$ cat src/rtl/core/efd_pkg.sv
// shared types, constants and functions of the escaped frame deframer
// no dependencies; compiled before every other file of the block
package efd_pkg;

    // frame layout and escape codes
    localparam logic [7:0] SYNC_BYTE0   = 8'h55;
    localparam logic [7:0] SYNC_BYTE1   = 8'hAA;
    localparam logic [7:0] ESC_BYTE     = 8'h7D;
    localparam logic [7:0] ESC_FLAG_SUB = 8'h5E;
    localparam logic [7:0] ESC_ESC_SUB  = 8'h5D;
    localparam logic [7:0] FLAG_BYTE    = 8'h7E;

    localparam int unsigned POS_W         = 17;
    localparam int unsigned LEN_W         = 16;
    localparam int unsigned MIN_FRAME_LEN = 6;
    localparam int unsigned REGION_START  = 6;
    localparam int unsigned HOLD_DEPTH    = 4;
    localparam int unsigned MAX_RESULTS   = 3;
    localparam int unsigned QUEUE_DEPTH   = 4;

    localparam logic [POS_W-1:0] POS_MAX  = {POS_W{1'b1}};
    localparam logic [31:0]      CRC_POLY = 32'hEDB88320;
    localparam logic [31:0]      CRC_INIT = 32'hFFFFFFFF;

    // result item kinds
    localparam logic KIND_DATA   = 1'b0;
    localparam logic KIND_STATUS = 1'b1;

    // frame status codes
    localparam logic [1:0] STATUS_OK      = 2'd0;
    localparam logic [1:0] STATUS_BAD_SYNC = 2'd1;
    localparam logic [1:0] STATUS_BAD_LEN = 2'd2;
    localparam logic [1:0] STATUS_BAD_CRC = 2'd3;

    typedef struct packed {
        logic       item_kind;
        logic [7:0] data_byte;
        logic [1:0] frame_status;
        logic       run_last;
    } res_item_t;

    // all results caused by one accepted byte, in order
    typedef struct packed {
        res_item_t [MAX_RESULTS-1:0] item;
        logic [1:0]                  count;
    } res_bundle_t;

    // crc holdback and running crc, with the byte that leaves the holdback
    typedef struct packed {
        logic [HOLD_DEPTH-1:0][7:0] hb;
        logic [2:0]                 fill;
        logic [31:0]                crc;
        logic                       emit;
        logic [7:0]                 emit_byte;
    } hold_t;

    // holdback at the start of a frame
    localparam hold_t HOLD_CLEAR = '{hb: '0, fill: 3'd0, crc: CRC_INIT, emit: 1'b0,
                                     emit_byte: 8'h00};

    // reflected crc-32, one byte, unrolled over its eight bits
    function automatic logic [31:0] crc_byte(logic [31:0] crc_in, logic [7:0] b);
        logic [31:0] c;
        c = crc_in ^ {24'h0, b};
        for (int k = 0; k < 8; k++)
        begin
            c = (c >> 1) ^ (c[0] ? CRC_POLY : 32'h0);
        end
        return c;
    endfunction

    // push one unescaped byte; once four are held, the oldest leaves as data
    function automatic hold_t push_byte(hold_t s, logic [7:0] b);
        hold_t r;
        r           = s;
        r.emit      = 1'b0;
        r.emit_byte = 8'h00;
        if (s.fill[2])
        begin
            r.emit      = 1'b1;
            r.emit_byte = s.hb[0];
            r.crc       = crc_byte(s.crc, s.hb[0]);
            r.hb        = {b, s.hb[3], s.hb[2], s.hb[1]};
        end
        else
        begin
            r.hb[s.fill[1:0]] = b;
            r.fill            = s.fill + 3'd1;
        end
        return r;
    endfunction

endpackage

$ cat src/rtl/core/efd_channels.sv
// valid/ready channel interfaces of the escaped frame deframer
// no dependencies; compiled after efd_pkg
interface efd_rx_if;
    logic       valid;
    logic       ready;
    logic [7:0] rx_byte;
    logic       final_byte;

    modport source (output valid, output rx_byte, output final_byte, input ready);
    modport sink   (input valid, input rx_byte, input final_byte, output ready);
endinterface

interface efd_res_if;
    logic       valid;
    logic       ready;
    logic       item_kind;
    logic [7:0] data_byte;
    logic [1:0] frame_status;
    logic       run_last;

    modport source (output valid, output item_kind, output data_byte,
                    output frame_status, output run_last, input ready);
    modport sink   (input valid, input item_kind, input data_byte,
                    input frame_status, input run_last, output ready);
endinterface

$ cat src/rtl/core/escaped_frame_deframer_crc32.sv
// top level of the escaped frame deframer with crc-32 check
// depends on efd_pkg, efd_channels, efd_parser and efd_out_queue

// Takes a frame one byte per transaction (final_byte on its last byte) and
// returns unescaped data bytes followed by one status item per frame: ok, bad
// sync, bad length or crc mismatch. The last four unescaped bytes are kept back
// as the crc and never appear as data; on a bad status the consumer drops the
// data already received for that frame. A byte is taken every cycle while
// no more than one result is queued. Each byte gives zero to three results
// (an escape pair that falls through gives two data bytes, the last byte adds
// the status); these leave through a four-entry queue at one per cycle while
// the consumer is ready, so the input keeps one byte per cycle only while each
// byte gives at most one result and results are taken as fast as they arrive.
module escaped_frame_deframer_crc32 (
    input  logic      clk,
    input  logic      rst_n,
    efd_rx_if.sink    rx,
    efd_res_if.source res
);
    import efd_pkg::*;

    logic        take;
    logic        space;
    res_bundle_t bundle;

    assign rx.ready = space;
    assign take     = rx.valid && space;

    // parser: all the per-byte work, state updated on each transaction
    efd_parser u_parser (
        .clk        (clk),
        .rst_n      (rst_n),
        .take       (take),
        .rx_byte    (rx.rx_byte),
        .final_byte (rx.final_byte),
        .bundle     (bundle)
    );

    // result queue between the parser and the consumer
    efd_out_queue u_queue (
        .clk    (clk),
        .rst_n  (rst_n),
        .push   (take),
        .bundle (bundle),
        .space  (space),
        .res    (res)
    );

endmodule

$ cat src/rtl/core/efd_parser.sv
// frame parser: sync and length check, unescape, crc holdback and status
// depends on efd_pkg
module efd_parser (
    input  logic                clk,
    input  logic                rst_n,
    input  logic                take,
    input  logic [7:0]          rx_byte,
    input  logic                final_byte,
    output efd_pkg::res_bundle_t bundle
);
    import efd_pkg::*;

    logic [POS_W-1:0] pos_reg,  pos_next;
    logic [LEN_W-1:0] len_reg,  len_next;
    logic             esc_reg,  esc_next;
    logic             sync_reg, sync_next;
    hold_t            hold_reg, hold_next;

    logic [POS_W:0]   rend;
    logic [POS_W:0]   total;
    logic             in_region;
    logic             fresh;
    logic             push_a, push_b;
    logic [7:0]       byte_a;
    hold_t            hold_a, hold_b;
    logic [1:0]       status;
    logic [1:0]       n;

    // header fields and region bounds
    always_comb
    begin
        sync_next = sync_reg;
        if (pos_reg == POS_W'(0) && rx_byte != SYNC_BYTE0)
            sync_next = 1'b1;
        if (pos_reg == POS_W'(1) && rx_byte != SYNC_BYTE1)
            sync_next = 1'b1;

        len_next = len_reg;
        if (pos_reg == POS_W'(2))
            len_next = {8'h00, rx_byte};
        else if (pos_reg == POS_W'(3))
            len_next = {rx_byte, len_reg[7:0]};

        rend      = (POS_W+1)'(len_next) + (POS_W+1)'(2);
        total     = (POS_W+1)'(pos_reg) + (POS_W+1)'(1);
        in_region = !sync_next && pos_reg >= POS_W'(REGION_START)
                    && (POS_W+1)'(pos_reg) < rend;
    end

    // unescape: up to two bytes enter the holdback per received byte
    always_comb
    begin
        esc_next = esc_reg;
        push_a   = 1'b0;
        push_b   = 1'b0;
        byte_a   = ESC_BYTE;
        fresh    = 1'b1;
        if (in_region)
        begin
            if (esc_reg)
            begin
                esc_next = 1'b0;
                push_a   = 1'b1;
                if (rx_byte == ESC_FLAG_SUB)
                begin
                    byte_a = FLAG_BYTE;
                    fresh  = 1'b0;
                end
                else if (rx_byte == ESC_ESC_SUB)
                begin
                    byte_a = ESC_BYTE;
                    fresh  = 1'b0;
                end
            end
            if (fresh)
            begin
                if (rx_byte == ESC_BYTE && total < rend)
                    esc_next = 1'b1;
                else
                    push_b = 1'b1;
            end
        end
    end

    // holdback and crc, two pushes in series
    always_comb
    begin
        hold_a = push_a ? push_byte(hold_reg, byte_a) : hold_reg;
        if (!push_a)
            hold_a.emit = 1'b0;
        hold_b = push_b ? push_byte(hold_a, rx_byte) : hold_a;
        if (!push_b)
            hold_b.emit = 1'b0;
        hold_next = hold_b;
    end

    // end-of-frame status, in priority order
    always_comb
    begin
        priority if (total < (POS_W+1)'(MIN_FRAME_LEN))
            status = STATUS_BAD_LEN;
        else if (sync_next)
            status = STATUS_BAD_SYNC;
        else if (total != (POS_W+1)'(len_next) + (POS_W+1)'(4))
            status = STATUS_BAD_LEN;
        else if (len_next < LEN_W'(4) || !hold_b.fill[2])
            status = STATUS_BAD_LEN;
        else if (~hold_b.crc != hold_b.hb)
            status = STATUS_BAD_CRC;
        else
            status = STATUS_OK;
    end

    // pack the results of this byte in order and mark the last one
    always_comb
    begin
        bundle = '0;
        n      = 2'd0;
        if (hold_a.emit)
        begin
            bundle.item[n] = '{KIND_DATA, hold_a.emit_byte, STATUS_OK, 1'b0};
            n = n + 2'd1;
        end
        if (hold_b.emit)
        begin
            bundle.item[n] = '{KIND_DATA, hold_b.emit_byte, STATUS_OK, 1'b0};
            n = n + 2'd1;
        end
        if (final_byte)
        begin
            bundle.item[n] = '{KIND_STATUS, 8'h00, status, 1'b0};
            n = n + 2'd1;
        end
        for (int i = 0; i < MAX_RESULTS; i++)
        begin
            bundle.item[i].run_last = (2'(i) == n - 2'd1);
        end
        bundle.count = n;
    end

    // frame state; the last byte of a frame returns it to reset
    always_ff @(posedge clk or negedge rst_n)
    begin
        if (!rst_n)
        begin
            pos_reg       <= '0;
            len_reg       <= '0;
            esc_reg       <= 1'b0;
            sync_reg      <= 1'b0;
            hold_reg      <= HOLD_CLEAR;
        end
        else if (take)
        begin
            if (final_byte)
            begin
                pos_reg      <= '0;
                len_reg      <= '0;
                esc_reg      <= 1'b0;
                sync_reg     <= 1'b0;
                hold_reg     <= HOLD_CLEAR;
            end
            else
            begin
                pos_reg  <= (pos_reg < POS_MAX) ? pos_reg + POS_W'(1) : pos_reg;
                len_reg  <= len_next;
                esc_reg  <= esc_next;
                sync_reg <= sync_next;
                hold_reg <= hold_next;
            end
        end
    end

endmodule

$ cat src/rtl/core/efd_out_queue.sv
// four-entry result queue: takes up to three results a cycle, gives one
// while the consumer is ready; depends on efd_pkg and efd_channels
module efd_out_queue (
    input  logic                 clk,
    input  logic                 rst_n,
    input  logic                 push,
    input  efd_pkg::res_bundle_t bundle,
    output logic                 space,
    efd_res_if.source            res
);
    import efd_pkg::*;

    res_item_t [QUEUE_DEPTH-1:0] q_reg, q_next;
    logic [2:0]                  cnt_reg, cnt_next;
    logic                        pop;
    logic [2:0]                  base;
    logic [2:0]                  off;

    assign pop   = res.valid && res.ready;
    assign space = (cnt_reg <= 3'd1);

    assign res.valid        = (cnt_reg != 3'd0);
    assign res.item_kind    = q_reg[0].item_kind;
    assign res.data_byte    = q_reg[0].data_byte;
    assign res.frame_status = q_reg[0].frame_status;
    assign res.run_last     = q_reg[0].run_last;

    // shift out the head, append new results behind what remains
    always_comb
    begin
        base = cnt_reg - {2'b00, pop};
        for (int i = 0; i < QUEUE_DEPTH; i++)
        begin
            off = 3'(i) - base;
            if (3'(i) < base)
            begin
                if (pop && i < QUEUE_DEPTH - 1)
                    q_next[i] = q_reg[(i + 1) % QUEUE_DEPTH];
                else
                    q_next[i] = q_reg[i];
            end
            else if (push && off < {1'b0, bundle.count})
                q_next[i] = bundle.item[off[1:0]];
            else
                q_next[i] = q_reg[i];
        end
        cnt_next = base + (push ? {1'b0, bundle.count} : 3'd0);
    end

    always_ff @(posedge clk or negedge rst_n)
    begin
        if (!rst_n)
            cnt_reg <= '0;
        else
            cnt_reg <= cnt_next;
    end

    always_ff @(posedge clk)
    begin
        q_reg <= q_next;
    end

endmodule

$ cat src/flat_wrapper.sv
// flat-port wrapper written by rule: the top's interface ports become plain ports
module escaped_frame_deframer_crc32_flat import efd_pkg::*;
  (clk, rst_n, rx_valid, rx_rx_byte, rx_final_byte, rx_ready, res_valid, res_item_kind, res_data_byte, res_frame_status, res_run_last, res_ready);
  efd_rx_if rx_i ();
  efd_res_if res_i ();
  input  logic clk;
  input  logic rst_n;
  input wire logic [$bits(rx_i.valid)-1:0] rx_valid;
  input wire logic [$bits(rx_i.rx_byte)-1:0] rx_rx_byte;
  input wire logic [$bits(rx_i.final_byte)-1:0] rx_final_byte;
  output wire logic [$bits(rx_i.ready)-1:0] rx_ready;
  output wire logic [$bits(res_i.valid)-1:0] res_valid;
  output wire logic [$bits(res_i.item_kind)-1:0] res_item_kind;
  output wire logic [$bits(res_i.data_byte)-1:0] res_data_byte;
  output wire logic [$bits(res_i.frame_status)-1:0] res_frame_status;
  output wire logic [$bits(res_i.run_last)-1:0] res_run_last;
  input wire logic [$bits(res_i.ready)-1:0] res_ready;
  assign rx_i.valid = rx_valid;
  assign rx_i.rx_byte = rx_rx_byte;
  assign rx_i.final_byte = rx_final_byte;
  assign rx_ready = rx_i.ready;
  assign res_valid = res_i.valid;
  assign res_item_kind = res_i.item_kind;
  assign res_data_byte = res_i.data_byte;
  assign res_frame_status = res_i.frame_status;
  assign res_run_last = res_i.run_last;
  assign res_i.ready = res_ready;
  escaped_frame_deframer_crc32 u_core (.clk(clk), .rst_n(rst_n), .rx(rx_i), .res(res_i));
endmodule
$ cat config.mk
export PLATFORM = sky130hd
export DESIGN_NAME = escaped_frame_deframer_crc32_flat
export DESIGN_NICKNAME = d
export VERILOG_FILES = /design/src/rtl/core/efd_pkg.sv /design/src/rtl/core/efd_channels.sv /design/src/rtl/core/escaped_frame_deframer_crc32.sv /design/src/rtl/core/efd_parser.sv /design/src/rtl/core/efd_out_queue.sv /design/src/flat_wrapper.sv
export SDC_FILE = /design/constraint.sdc
export NUM_CORES = 1
export LEC_CHECK = 0
export ABC_AREA = 1
export BUFFER_PORTS_ARGS = -buffer_cell sky130_fd_sc_hd__buf_2
export CAP_MARGIN = 20
export CORE_MARGIN = 10
export CORE_UTILIZATION = 55
export DETAILED_ROUTE_END_ITERATION = 10
export MAX_ROUTING_LAYER = met4
export PLACE_DENSITY = 0.71
export REMOVE_ABC_BUFFERS = 1
export SYNTH_ARGS = -nofsm -noshare
export SYNTH_HDL_FRONTEND = slang
export SYNTH_SLANG_ARGS = --single-unit
$ cat constraint.sdc
create_clock -name clk -period 25.1 [get_ports clk]
set_input_delay 0 -clock clk [delete_from_list [all_inputs] [get_ports clk]]
set_output_delay 0 -clock clk [all_outputs]
set_load 0.1 [all_outputs]
; Word-level counts from Yosys, hierarchy flattened
; Index checks and enable logic that the tools add are counted.
[word_totals]
output_inout_bits = 14
elab_cells = 230
regBits = 162
input_bits = 13
[op_classes]
eq_ne = 15
n_lt_le_gt_ge = 27
add_sub_neg = 15
n_reduce_logical = 32
bitwise_logic = 20
n_mux = 92
[ops]
columns = op, count
row1 = $mux W32, 18
row2 = $xor A31 B32 Y32, 16
row3 = $mux W76, 3
row4 = $mux W12, 15
row5 = $bmux W12 S2, 4
row6 = $mux W41, 2
row7 = $bwmux W36, 2
row8 = $mux W36, 2
row9 = $bwmux W32, 2
row10 = $xor A32 B8 Y32, 2
row11 = $demux W12 S2, 2
row12 = $mux W16, 3
row13 = $eq A17 B2 Y1 const B, 2
row14 = $mux W17, 2
row15 = $demux W8 S2, 2
row16 = $ne A32 B32 Y1, 1
row17 = $not A32 Y32, 1
row18 = $eq A8 B7 Y1 const B, 3
row19 = $lt A2 B3 Y1 const B, 8
row20 = $mux W8, 3
row21 = $mux W2, 10
row22 = $mux W1, 19
row23 = $add A17 B1 Y18 const B, 1
row24 = $lt A18 B17 Y1, 1
row25 = other kinds (38), 77

; Longest topological paths before layout
[depth]
depth_word = 51
mapped_depth = 51
depth_no_buf = 50

; By module
; From an unflattened synthesis, not the netlist that was laid out.
[hier_totals]
cells_unflattened = 2446
hier_area_um2 = 15887.7
[modules_own_cells]
columns = module, area_per_inst_um2, seq_area_each_um2, instances, cells_per_inst
row1 = efd_parser, 12653.4, 2792.7, 1, 2012
row2 = efd_out_queue, 3226.8, 1516.5, 1, 432
row3 = escaped_frame_deframer_crc32, 7.5, 0.0, 1, 2

; Least setup slack after synthesis
; OpenSTA, ideal clock, no wires.
[synth_path]
path_kind = flip-flop to flip-flop
start = register u_core.u_parser.pos_reg[14]
end = register u_core.u_queue.q_reg[36] (netlist bit), enable pin
path_stages_with_launch = 34
arrival_time_ps = 7557
synth_period_minus_slack_ps = 8006
setup_slack_ps = 17094
path_buffers = 6
path_cell_list = dfrtp_1 > nor2_1 > nand2_2 > nor2_4 > buf_6 > nand3_1 > nand2_1 > o21ai_0 > inv_1 > ha_1 > nand2_1 > nor2_1 > nand3_1 > a21oi_1 > o21ai_0 > o21a_1 > ha_1 > a21oi_1 > o21ai_0 > nor3_1 > buf_2 > buf_2 > nand3_2 > nor2_4 > nand2_2 > buf_2 > buf_4 > buf_4 > ha_1 > o21ai_0 > inv_1 > ha_1 > nor2_1 > a2111oi_0
[synth_between]
elab_chain_cells = 18
[synth_lines]
columns = element, line
row1 = start: declaration, efd_parser.sv:13  ; logic [POS_W-1:0] pos_reg, pos_next;
row2 = start signal: assignment, efd_parser.sv:164  ; pos_reg <= (pos_reg < POS_MAX) ? pos_reg + POS_W'(1) : pos_reg;
row3 = branches (longest 12 deep; another with $add A16 B2 Y17), n/a
row4 = $mux W2 *, efd_parser.sv:124  ; if (hold_b.emit)
row5 = $add A2 B1 Y2, efd_parser.sv:132  ; n = n + 2'd1;
row6 = $mux W2 *, efd_parser.sv:129  ; if (final_byte)
row7 = $lt A3 B2 Y1 *, efd_out_queue.sv:42  ; else if (push && off < {1'b0, bundle.count})
row8 = $logic_and A1 B1 Y1 *, efd_out_queue.sv:42
row9 = $reduce_and A2 Y1 (no source line) *, n/a
row10 = end signal: assignment, efd_out_queue.sv:60  ; q_reg <= q_next;
row11 = end: declaration, efd_out_queue.sv:13  ; res_item_t [QUEUE_DEPTH-1:0] q_reg, q_next;
; Every way passes the cells marked *.
; A chain may end at the register's enable or synchronous reset.

==> summary.md <==
| Metric | Value |
|---|---|
| Port-buffer cells | `26` |
| Die area | `0.03458 mm2` |
| Slew Viols, Final | `0` |
| Setup crit end kind | `flop` |
| Pin count of the biggest net entering global routing | `79` |
| Worst-margin pin slew | `1.087 ns` |
| Area after DPL | `0.01534 mm2` |
| First-pass GRT wire length | `87.90 mm` |
| Antenna Nets Post-Route | `0` |
| Max Cap Viol | `0` |
| Vias in the first global route | `14495` |
| Mean post-synth cell area | `6.632 um2` |
| Worst Hold Class | `input pin to async pin` |
| Drt wl/cell | `21.98 um` |
| Multi-input logic area | `0.009141 mm2` |
| Crit path kind | `flop to flop` |
| Post-cts sizing count | `0` |
| Clk_lat worst skew | `0.46 ns` |
| Filler cells | `2614` |
| CTS sink count | `161` |
| CTS Buffer Depth | `2` |
| Row count | `60` |
| Detailed-route via count | `16134` |
| Maximum clock rate | `116.5 MHz` |
| Post-DP HPWL | `42.47 mm` |
| Final hold viol count | `0` |
| Die width | `186.0 um` |
| Fin Setup TNS | `0 ns` |
| Largest area contributor in the netlist | `nand2_1` |
| Arr. time, crit path | `8.80 ns` |
| Top_reg_cell synth | `dfrtp_1` |
| Clock transition at path regs | `0.08 ns` |
| Cell family with most CP delay | `simple AND/OR/NAND/NOR gates` |
| GPL Wtd Cong | `1.056` |
| Final Critical Period | `8.582 ns` |
| GR Util All Layers | `34.15%` |
| Cell area after layout | `0.01600 mm2` |
| RSZ-0062 raised after global routing | `false` |
| Status | `complete, no violations` |
| Slew headroom | `27.39%` |
| Drt first pass iters | `6` |
| # nets final | `2330` |
| Sequential-to-total area share from yosys stat | `28.45%` |
| CORE AREA | `0.02703 mm2` |
| CP max-delay cell | `nand3_4` |
| Share of cells above drive strength 1 | `9.925%` |
| Pre-CTS WS | `16.82 ns` |
| Yosys warnings | `0` |
| CTS tree | `done` |
| Drt via density | `6.186` |
| Synth top area share | `17.00%` |
| Delay of the slowest critical-path stage | `0.56 ns` |
| Area added between synthesis and finish | `5.609%` |
| Critical path fanouts, max | `36` |
| Final hold slack | `0.1066 ns` |
| CP dominant cell by count | `nand2_1` |
| Worst Clk Skew | `0.02092 ns` |
| Post-Synthesis Cells | `2284` |
| #FFs+latches synth | `161` |
| Reg area | `0.004309 mm2` |
| Setup WS post-layout | `16.52 ns` |
| Startpoint Class | `flop` |
| Setup violations, final | `0` |
| DRC | `0` |
| Post-Route WL | `57.32 mm` |
| Ys async rst share | `70.19%` |
| Buf/Inv on CP | `5` |
| Postcts setup bufs | `0` |
| H-tree depth | `4` |
| GRT overflow | `0` |
| Iteration-0 DRC Markers | `2446` |
| Max reg flops | `75` |
| Die span in y | `186.0 um` |
| Starting Density | `56.05%` |
| Ant diodes | `0` |
| Synthesized cell area | `0.01515 mm2` |
| Top post-synthesis cells by area | `nand2_1 (17%), dfrtp_1 (13%), edfxtp_1 (9.5%)` |
| WP data required | `25.32 ns` |
| Fin crit share | `34.19%` |
| Initial antenna violation count | `1` |
| Clk root buf | `clkbuf_16` |
| CTS buffer count | `17` |
| Post-synth EDFFs | `48` |
| Netlist cell types | `58` |
| IO Pins | `27` |
## worst paths after layout
check                                       startpoint  depth (start not counted)  slack [ns]                            endpoint
max                        u_core.u_parser.pos_reg[14]                         44       16.52  u_core.u_queue.res.frame_status[1]
min                                              rst_n                          2        0.11        u_core.u_parser.hold_reg[73]
max reg2reg                u_core.u_parser.pos_reg[14]                         44       16.52  u_core.u_queue.res.frame_status[1]
min reg2reg                 u_core.u_parser.len_reg[6]                          2        0.51          u_core.u_parser.len_reg[6]
max in group asynchronous                        rst_n                          3       23.54         u_core.u_parser.hold_reg[3]
min in group clk                         rx_rx_byte[2]                          5        0.11        u_core.u_parser.hold_reg[62]
## worst reg2reg max path, delay by kind of cell (launching register included)
kind	cells	cell delay, ns
flops	1	0.46
compound gates	5	1.40
buf+inv	5	0.89
simple gates	30	4.56
fa+ha+maj	3	0.77
xor+xnor	1	0.27
## cells in the final DEF, fill, tap and decap left out, types with 46 or more instances in the layout
master / netlist / routed
o21ai_0: 161 / 161
edfxtp_1: 48 / 48
ha_1: 62 / 62
dfrtp_1: 81 / 81
nor2_1: 124 / 123
nand3_1: 168 / 168
o22ai_1: 92 / 92
inv_1: 296 / 296
a21oi_1: 46 / 46
xor2_1: 96 / 96
nand2_1: 686 / 685
## synth_stat cells, types with 7 or more instances
master,n
nor3_1,15
nand4_1,43
o21ai_0,161
a31oi_1,9
nand3_2,8
inv_1,296
a22oi_1,28
nand3b_1,7
xnor2_1,26
inv_2,23
nor4_1,10
nor2_2,11
clkbuf_1,45
nand3_1,168
dfrtp_1,81
nand2_1,686
nand2_2,36
buf_2,23
dfstp_2,32
xor2_1,96
o22ai_1,92
a21oi_1,46
buf_6,8
nor2_1,124
or2_2,11
ha_1,62
edfxtp_1,48
buf_4,18
nor2_4,9
o21ai_1,10
## stage by stage
step           util, %  cells
5_1_grt          59.19   2608
6_report         59.19   2608
3_5_place_dp     56.77   2573
2_1_floorplan        -   2189
3_3_place_gp     56.71   2571
4_1_cts          59.14   2607
## layer usage
layer  up-vias  part of all wire [%]  GRT usage [%]
li1       7414                     -              -
met1      7507                    43          48.04
met2      1067                    42          47.93
met3       146                    12          7.584
met4         0                   3.1          9.836
met5         -                     0              -
## cells by family after synthesis
logic type                 synth area share (%)
and+or+nand+nor                           33.08
adders and majority gates                 5.254
buffers and inverters                     11.34
xor gates and xnor gates                  7.162
DFF                                       28.45
AOI/OAI and AO/OA                         14.71
## layout make-up
type,count,share of cell area [%]
clock buffers,17,2.659
clock inverters,15,1.228
inverters,321,7.532
multi-input cells,1707,57.15
flip-flops and latches,161,26.94
well taps,341,2.667
repair buffers,46,1.830
## timing repair
action	CTS	global route
hold buffers	2	0
setup endpoints to repair	0	0
hold endpoints to repair	46	0
Power is not shown: default switching activity piles up to over one toggle a cycle in this logic, so the estimate is an artifact.
